===== src/sv/agab_pkg.sv =====
`default_nettype none
package agab_pkg;

  // Blend mode codes.
  localparam logic [1:0] MODE_COPY    = 2'd0;
  localparam logic [1:0] MODE_LERP    = 2'd1;
  localparam logic [1:0] MODE_SRCOVER = 2'd2;

  // Register indexes on the write port.
  localparam int REG_IDX_W = 1;
  localparam logic [REG_IDX_W-1:0] REG_BLEND_MODE   = 1'd0;
  localparam logic [REG_IDX_W-1:0] REG_GLOBAL_ALPHA = 1'd1;

  localparam int CFG_DATA_W = 8;

  // Reset values of the configuration registers.
  localparam logic [1:0] BLEND_MODE_RESET   = MODE_COPY;
  localparam logic [7:0] GLOBAL_ALPHA_RESET = 8'd255;

  // Control that travels with each word down the pipeline.
  typedef struct packed {
    logic       valid;
    logic [1:0] mode;
  } stage_ctrl_t;

endpackage
`default_nettype wire


===== src/sv/argb_pixel_global_alpha_blend.sv =====
`default_nettype none
// Channel   Ports                               Direction  Handshake
// input     start, busy, src_pixel, dst_pixel   in         start && !busy
// result    done, result_pixel                  out        done, one cycle
// config    wr_en, wr_index, wr_data            in         wr_en
//
// One word enters every cycle; busy is held low.
// Each word passes the input register, the multiply register and the output
// register before its result appears.
// Reset (synchronous, active high) clears the valid bits and loads the
// configuration defaults. The receiver cannot stall, so the pipeline never halts.
module argb_pixel_global_alpha_blend (
  input  wire logic                           clk,
  input  wire logic                           rst,
  input  wire logic                           start,
  output logic                                busy,
  input  wire logic [31:0]                    src_pixel,
  input  wire logic [31:0]                    dst_pixel,
  output logic                                done,
  output logic      [31:0]                    result_pixel,
  input  wire logic                           wr_en,
  input  wire logic [agab_pkg::REG_IDX_W-1:0] wr_index,
  input  wire logic [agab_pkg::CFG_DATA_W-1:0] wr_data
);
  import agab_pkg::*;

  logic [1:0]  blend_mode;
  logic [7:0]  global_alpha;
  stage_ctrl_t ctrl1;
  stage_ctrl_t ctrl2;
  stage_ctrl_t ctrl3;
  logic [31:0] src1;
  logic [31:0] dst1;
  logic [8:0]  sc1;
  logic [8:0]  dst_weight;

  assign busy = 1'b0;

  // Configuration registers.
  always_ff @(posedge clk) begin
    if (rst) begin
      blend_mode   <= BLEND_MODE_RESET;
      global_alpha <= GLOBAL_ALPHA_RESET;
    end else if (wr_en) begin
      unique case (wr_index)
        REG_BLEND_MODE:   blend_mode   <= wr_data[1:0];
        REG_GLOBAL_ALPHA: global_alpha <= wr_data[7:0];
        default: ;
      endcase
    end
  end

  // Valid bits and mode travel with the word.
  always_ff @(posedge clk) begin
    if (rst) begin
      ctrl1 <= '0;
      ctrl2 <= '0;
      ctrl3 <= '0;
    end else begin
      ctrl1 <= '{valid: start && !busy, mode: blend_mode};
      ctrl2 <= ctrl1;
      ctrl3 <= ctrl2;
    end
  end

  // Input register.
  always_ff @(posedge clk) begin
    src1 <= src_pixel;
    dst1 <= dst_pixel;
    sc1  <= {1'b0, global_alpha} + 9'd1;
  end

  // Destination scale from the source alpha, ready at the combine stage.
  agab_scale u_scale (
    .clk        (clk),
    .src_alpha  (src1[31:24]),
    .sc         (sc1),
    .dst_weight (dst_weight)
  );

  // Four independent byte lanes.
  for (genvar k = 0; k < 4; k++) begin : g_lane
    agab_lane u_lane (
      .clk         (clk),
      .s_byte      (src1[8*k +: 8]),
      .d_byte      (dst1[8*k +: 8]),
      .sc          (sc1),
      .dst_weight  (dst_weight),
      .mode        (ctrl2.mode),
      .result_byte (result_pixel[8*k +: 8])
    );
  end

  assign done = ctrl3.valid;

endmodule
`default_nettype wire


===== src/sv/agab_scale.sv =====
`default_nettype none
module agab_scale (
  input  wire logic       clk,
  input  wire logic [7:0] src_alpha,
  input  wire logic [8:0] sc,
  output logic      [8:0] dst_weight
);
  logic [16:0] alpha_prod;
  logic [15:0] inv_cov;
  logic [16:0] scale_sum;

  // Source alpha times global scale never exceeds 65280, so 16 bits hold it.
  assign alpha_prod = {9'd0, src_alpha} * {8'd0, sc};
  assign inv_cov    = 16'hFFFF - alpha_prod[15:0];

  // Approximate divide by 255 of the inverse coverage.
  assign scale_sum = {1'b0, inv_cov} + {9'd0, inv_cov[15:8]};

  always_ff @(posedge clk) begin
    dst_weight <= scale_sum[16:8];
  end

endmodule
`default_nettype wire


===== src/sv/agab_lane.sv =====
`default_nettype none
module agab_lane (
  input  wire logic       clk,
  input  wire logic [7:0] s_byte,
  input  wire logic [7:0] d_byte,
  input  wire logic [8:0] sc,
  input  wire logic [8:0] dst_weight,
  input  wire logic [1:0] mode,
  output logic      [7:0] result_byte
);
  import agab_pkg::*;

  logic [15:0] diff;
  logic [24:0] lerp_full;
  logic [16:0] src_full;
  logic [7:0]  s2;
  logic [7:0]  d2;
  logic [15:0] lerp_prod;
  logic [15:0] src_prod;
  logic [16:0] dst_full;
  logic [15:0] over_sum;
  logic [7:0]  lerp_byte;
  logic [7:0]  result_next;

  // Multiply stage: lerp product and scaled source, both kept mod 65536.
  assign diff      = {8'd0, s_byte} - {8'd0, d_byte};
  assign lerp_full = {9'd0, diff} * {16'd0, sc};
  assign src_full  = {9'd0, s_byte} * {8'd0, sc};

  always_ff @(posedge clk) begin
    s2        <= s_byte;
    d2        <= d_byte;
    lerp_prod <= lerp_full[15:0];
    src_prod  <= src_full[15:0];
  end

  // Combine stage: add the scaled destination and pick the mode's result.
  assign dst_full  = {9'd0, d2} * {8'd0, dst_weight};
  assign over_sum  = src_prod + dst_full[15:0];
  assign lerp_byte = d2 + lerp_prod[15:8];

  always_comb begin
    case (mode)
      MODE_LERP:    result_next = lerp_byte;
      MODE_SRCOVER: result_next = over_sum[15:8];
      default:      result_next = s2;
    endcase
  end

  always_ff @(posedge clk) begin
    result_byte <= result_next;
  end

endmodule
`default_nettype wire


===== config.mk =====
export PLATFORM = sky130hd
export DESIGN_NAME = argb_pixel_global_alpha_blend
export DESIGN_NICKNAME = d
export VERILOG_FILES = /design/src/sv/agab_pkg.sv /design/src/sv/argb_pixel_global_alpha_blend.sv /design/src/sv/agab_scale.sv /design/src/sv/agab_lane.sv
export SDC_FILE = /design/constraint.sdc
export NUM_CORES = 2
export LEC_CHECK = 0
export BUFFER_PORTS_ARGS = -buffer_cell sky130_fd_sc_hd__buf_2
export CORE_UTILIZATION = 50
export DETAILED_ROUTE_END_ITERATION = 8
export GPL_ROUTABILITY_DRIVEN = 0
export PLACE_DENSITY_LB_ADDON = 0.08
export SYNTH_ARGS = -nofsm -noshare
export SYNTH_HDL_FRONTEND = slang
export SYNTH_SLANG_ARGS = --single-unit
export TNS_END_PERCENT = 30

===== constraint.sdc =====
create_clock -name clk -period 15.8 [get_ports clk]
set_clock_uncertainty 0.15 [all_clocks]
set_input_delay 0.79 -clock clk [delete_from_list [all_inputs] [get_ports clk]]
set_output_delay 0.79 -clock clk [all_outputs]
set_load 0.05 [all_outputs]

### Word level (Yosys, flattened, before mapping)

Cells that the tools add are included.

* input port bits: 77
* output and inout port bits: 34
* register bits: 323
* word-level logic and storage cells: 67

* bitwise operators: 1
* mux-type cells: 4
* reductions and logical operators: 2
* $add $sub $neg: 15
* eq/ne operators: 2
* $mul: 12

Operators with widths (number)
* $mul A8 B9 Y16: 8
* $add A16 B16 Y16: 4
* $mul A16 B9 Y16: 4
* $pmux W8 S2: 4
* $sub A8 B8 Y9: 4
* $add A8 B8 Y8: 4
* $add A16 B8 Y17: 1
* $sub A16 B16 Y16 const A: 1
* $add A8 B1 Y9 const B: 1
* $reduce_and A2 Y1: 2
* $eq A2 B1 Y1 const B: 1
* $eq A2 B2 Y1 const B: 1
* $not A1 Y1: 1

### Longest topological paths before layout

* word-level depth: 3
* gate-level depth with buffers: 28
* depth with buffers taken out: 27

### Modules after synthesis

Synthesis repeated with hierarchy kept, for this count alone.

* cells, all modules: 4590
* area, all modules: 41285.8 um^2

Modules (own cells, without submodules)
* agab_lane at g_lane[0].u_lane: seq. area each 960.9 um^2, times used 1, cells an instance 1027, area an instance 9048.7 um^2
* agab_lane at g_lane[3].u_lane: seq. area each 960.9 um^2, times used 1, cells an instance 1020, area an instance 9036.2 um^2
* agab_lane at g_lane[1].u_lane: seq. area each 960.9 um^2, times used 1, cells an instance 1014, area an instance 9021.2 um^2
* agab_lane at g_lane[2].u_lane: seq. area each 960.9 um^2, times used 1, cells an instance 1002, area an instance 8914.8 um^2
* agab_scale: seq. area each 180.2 um^2, times used 1, cells an instance 385, area an instance 3098.0 um^2
* argb_pixel_global_alpha_blend: seq. area each 1801.7 um^2, times used 1, cells an instance 142, area an instance 2167.1 um^2

### Least setup slack after synthesis

Ideal clock, no wire load.

* kind: register -> register
* start point: register src1[16]
* end point: register g_lane[2].u_lane.lerp_prod[15]
* stages on the path, launching flop included: 27
* clock period less this slack: 6.409 ns
* setup slack: 9.391 ns
* data arrival time: 6.186 ns
* path buffers: 1
* required time: 15.578 ns
* cells stage by stage: dfxtp_1 > clkbuf_1 > inv_1 > ha_1 > inv_1 > fa_1 > a21o_1 > a21oi_1 > o21bai_1 > a2111o_1 > o211ai_1 > nand2_1 > fa_1 > inv_1 > fa_1 > fa_1 > inv_1 > fa_1 > inv_1 > ha_1 > and3_1 > a21oi_1 > o21ai_1 > o41a_1 > a21o_1 > a21oi_1 > xnor2_1

* longest elaborated chain between the ends: 2

Ends and longest elaborated chain
* start: declaration: line argb_pixel_global_alpha_blend.sv:32 `logic [31:0] src1;`
* start signal: assignment: line argb_pixel_global_alpha_blend.sv:68 `src1 <= src_pixel;`
* $sub A8 B8 Y9: line agab_lane.sv:26 `assign diff = {8'd0, s_byte} - {8'd0, d_byte};`
* $mul A16 B9 Y16: line agab_lane.sv:27 `assign lerp_full = {9'd0, diff} * {16'd0, sc};`
* named net g_lane[2].u_lane.lerp_full[15]: line agab_lane.sv:14 `logic [24:0] lerp_full;`
* end signal: assignment: line agab_lane.sv:33 `lerp_prod <= lerp_full[15:0];`
* end: declaration: line agab_lane.sv:18 `logic [15:0] lerp_prod;`

The timed path passes the listed nets, and every way through them passes these cells.
A chain may end at the register's enable or synchronous reset.

### Worst setup path after layout

* start point: register src1[0]
* end point: register g_lane[0].u_lane.lerp_prod[15]

* longest elaborated chain between the ends: 2

Ends and longest elaborated chain (line)
* $sub A8 B8 Y9: agab_lane.sv:26
* $mul A16 B9 Y16: agab_lane.sv:27
* named net g_lane[0].u_lane.lerp_full[15]: agab_lane.sv:14
* end signal: assignment: agab_lane.sv:33
* end: declaration: agab_lane.sv:18

The timed path passes the listed nets, and every way through them passes these cells.

==> impl_metrics.env <==
export IMPL_tritoncts="done"
export IMPL_use_met1_pct=38.15
export IMPL_drt_iter0_markers=1316
export IMPL_die_area_mm2=0.07600
export IMPL_crit_type="flop to flop"
export IMPL_rr_worst_depth=25
export IMPL_hp_start="src_pixel[24]"
export IMPL_worstPathRequired_ps=16150
export IMPL_final_cell_mix="897 x inv_1, 636 x fa_1, 527 x nand2_1"
export IMPL_antenna_found_initial=11
export IMPL_async_flop_share_pct=0
export IMPL_gr_max_usage_layer="met1"
export IMPL_vias=25780
export IMPL_status="completed"
export IMPL_area_growth_pct=7.704
export IMPL_clkTransAtPathRegs_ps=60
export IMPL_ys_seq_area_share_pct=15.55
export IMPL_cp_arrival_ps=7390
export IMPL_routed_via_density=5.030
export IMPL_fp_row_count=99
export IMPL_grt_pass1_wl_um=145600
export IMPL_route_detailed_drc=0
export IMPL_first_pass_iters=5
export IMPL_grt_pass1_vias=26660
export IMPL_die_width_um=275.7
export IMPL_dp_hpwl_um=68360
export IMPL_path_max_fanout=11
export IMPL_core_area_mm2=0.07358
export IMPL_cts_htree_levels=2
export IMPL_yosysWarnings=0
export IMPL_mostFrequentLayoutCell="inv_1"
export IMPL_clock_path_buffers=3
export IMPL_slew_violations=0
export IMPL_synth_cells=4090
export IMPL_critPathCaptureType="flop"
export IMPL_hold_depth=1
export IMPL_avgSynthCellArea_um2=9.157
export IMPL_synth_edf_count=0
export IMPL_synthSimpleGateAreaFrac_pct=15.49
export IMPL_fmax_mhz=141.9
export IMPL_slew_headroom_pct=38.70
export IMPL_met2_usage_pct=36.56
export IMPL_synth_xor_area_share_pct=5.252
export IMPL_hold_class="primary input to flop"
export IMPL_drive_above_1_share_pct=5.697
export IMPL_yosysTopAreaCell="fa_1"
export IMPL_track_usage_pct=24.62
export IMPL_wirelength_um=87870
export IMPL_final_core_util_pct=54.82
export IMPL_numPortBuffers=109
export IMPL_r2r_end="g_lane[0].u_lane.lerp_prod[15]"
export IMPL_clkLatencyLatePin_ps=580
export IMPL_grt_max_degree=66
export IMPL_maxCapViolations=0
export IMPL_cts_buffers=41
export IMPL_dieHeight_um=275.7
export IMPL_syn_area_mm2=0.03745
export IMPL_synth_main_ff_cell="dfxtp_1"
export IMPL_synth_compound_area_share_pct=5.613
export IMPL_synth_area_leaders="fa_1 34%, dfxtp_1 16%, ha_1 14%"
export IMPL_hold_viol=0
export IMPL_cts_resized_gates=0
export IMPL_ys_types=62
export IMPL_synth_nets=5209
export IMPL_setup_viol=0
export IMPL_clock_sinks=291
export IMPL_synthAdderAreaFrac_pct=47.56
export IMPL_wl_per_cell_um=17.15
export IMPL_ys_ff_latch=291
export IMPL_yosys_area_top_type_share_pct=34.00
export IMPL_post_route_period_util_pct=44.60
export IMPL_postCtsSetupRepairBufs=0
export IMPL_worstSetupStartpointType="flop"
export IMPL_post_route_min_period_ps=7046
export IMPL_ios=111
export IMPL_cts_hold_buf=0
export IMPL_synth_top_family_by_area="adder cells"
export IMPL_final_nets=5248
export IMPL_rrSetupSlack_ps=8750
export IMPL_setup_tns_ps=0
export IMPL_rsz0062_at_grt="no"
export IMPL_synthMuxAreaShare_pct=0.08352
export IMPL_root_buffer="clkbuf_16"
export IMPL_initial_core_util_pct=50.90
export IMPL_tightest_slew_ps=916.3
export IMPL_min_to="src1[24]"
export IMPL_regToRegStartpoint="src1[0]"
export IMPL_met3_usage_pct=3.236
export IMPL_fillers=6929
export IMPL_grt_overflow=0
export IMPL_drtAntennaViolNets=0
-- critical path: stages (launching register included) --
cell,delay (ps)
dfxtp_1,420
inv_1,120
ha_1,170
inv_1,50
fa_1,400
a21o_1,180
a21oi_1,220
nor2b_1,80
o21a_1,200
o41ai_2,650
nand2_1,290
fa_1,730
inv_1,120
fa_1,470
fa_1,540
inv_1,50
fa_1,470
inv_1,40
ha_1,310
and3_1,160
a21oi_1,110
o21ai_1,130
o41a_1,370
a21o_1,220
a21oi_1,200
xnor2_1,130
-- how the worst max path moves through the flow --
stage	startpoint	end	slack (ps)	cells after the start
global route	src1[16]	g_lane[2].u_lane.lerp_prod[15]	8280	25
CTS	src1[0]	g_lane[0].u_lane.lerp_prod[15]	8760	25
finish	src1[0]	g_lane[0].u_lane.lerp_prod[15]	8750	25
global placement	src1[0]	g_lane[0].u_lane.lerp_prod[15]	8940	25
floorplan	src1[16]	g_lane[2].u_lane.lerp_prod[15]	9390	26
detailed placement	src1[0]	g_lane[0].u_lane.lerp_prod[15]	8800	25
-- stage by stage --
| step | std cells | worst slack (ps) | hold slack [ps] | area [um2] |
|---|---|---|---|---|
| after floorplan | 4090 | 9391 | 179.0 | 37450 |
| after global placement | 5045 | 8936 | 184.9 | 38890 |
| after detailed placement | 5045 | 8798 | 185.5 | 38890 |
| after CTS | 5119 | 8761 | 123.9 | 40320 |
| after global routing | 5124 | 8279 | 141.4 | 40330 |
| final | 5125 | 8754 | 156.8 | 40340 |
-- registers in the layout (all words and copies together), names as in the netlist, 32 cells and up --
signal                     cells
g_lane.u_lane.lerp_prod       32
src1                          32
g_lane.u_lane.d2              32
dst1                          32
g_lane.u_lane.result_byte     32
g_lane.u_lane.src_prod        64
g_lane.u_lane.s2              32
-- logic make-up (layout without fill, tap and decap cells) --
kind of cell | after synthesis | after routing
buffers and inverters | 1040 | 1110
AND/OR/NAND/NOR | 1179 | 1179
multiplexers | 3 | 3
adder cells (fa/ha/maj) | 1042 | 1042
flip-flops | 291 | 291
other | 1 | 7
XOR/XNOR | 223 | 223
AO/OA/AOI/OAI | 311 | 311
-- final cells by class --
| class | instances | area, um2 | share of cell area (%) |
|---|---|---|---|
| Inverter | 897 | 3367 | 8.347 |
| Tap cell | 959 | 1200 | 2.975 |
| Multi-Input combinational cell | 2759 | 27720 | 68.72 |
| Clock buffer | 61 | 1284 | 3.182 |
| Antenna cell | 6 | 15.01 | 0.03722 |
| Sequential cell | 291 | 5837 | 14.47 |
| Clock inverter | 13 | 143.9 | 0.3567 |
| Timing Repair Buffer | 139 | 770.7 | 1.911 |
-- per-layer routing --
layer	vias up	wire length [um]
met5	-	13
met4	2	1730
met3	108	4316
met2	512	37090
met1	12800	44720
li1	12360	-
-- synthesized netlist by cell type (all sizes together) (43+ instances only) --
master and number:
inv 897, o21ai 56, a21oi 98, nor2b 62, and2 369, dfxtp 291, a21o 43, nand2 527
nor2 95, ha 406, xnor2 163, xor2 59, clkbuf 139, fa 636
Power is not shown: default switching activity piles up to over one toggle a cycle in this logic, so the estimate is an artifact.
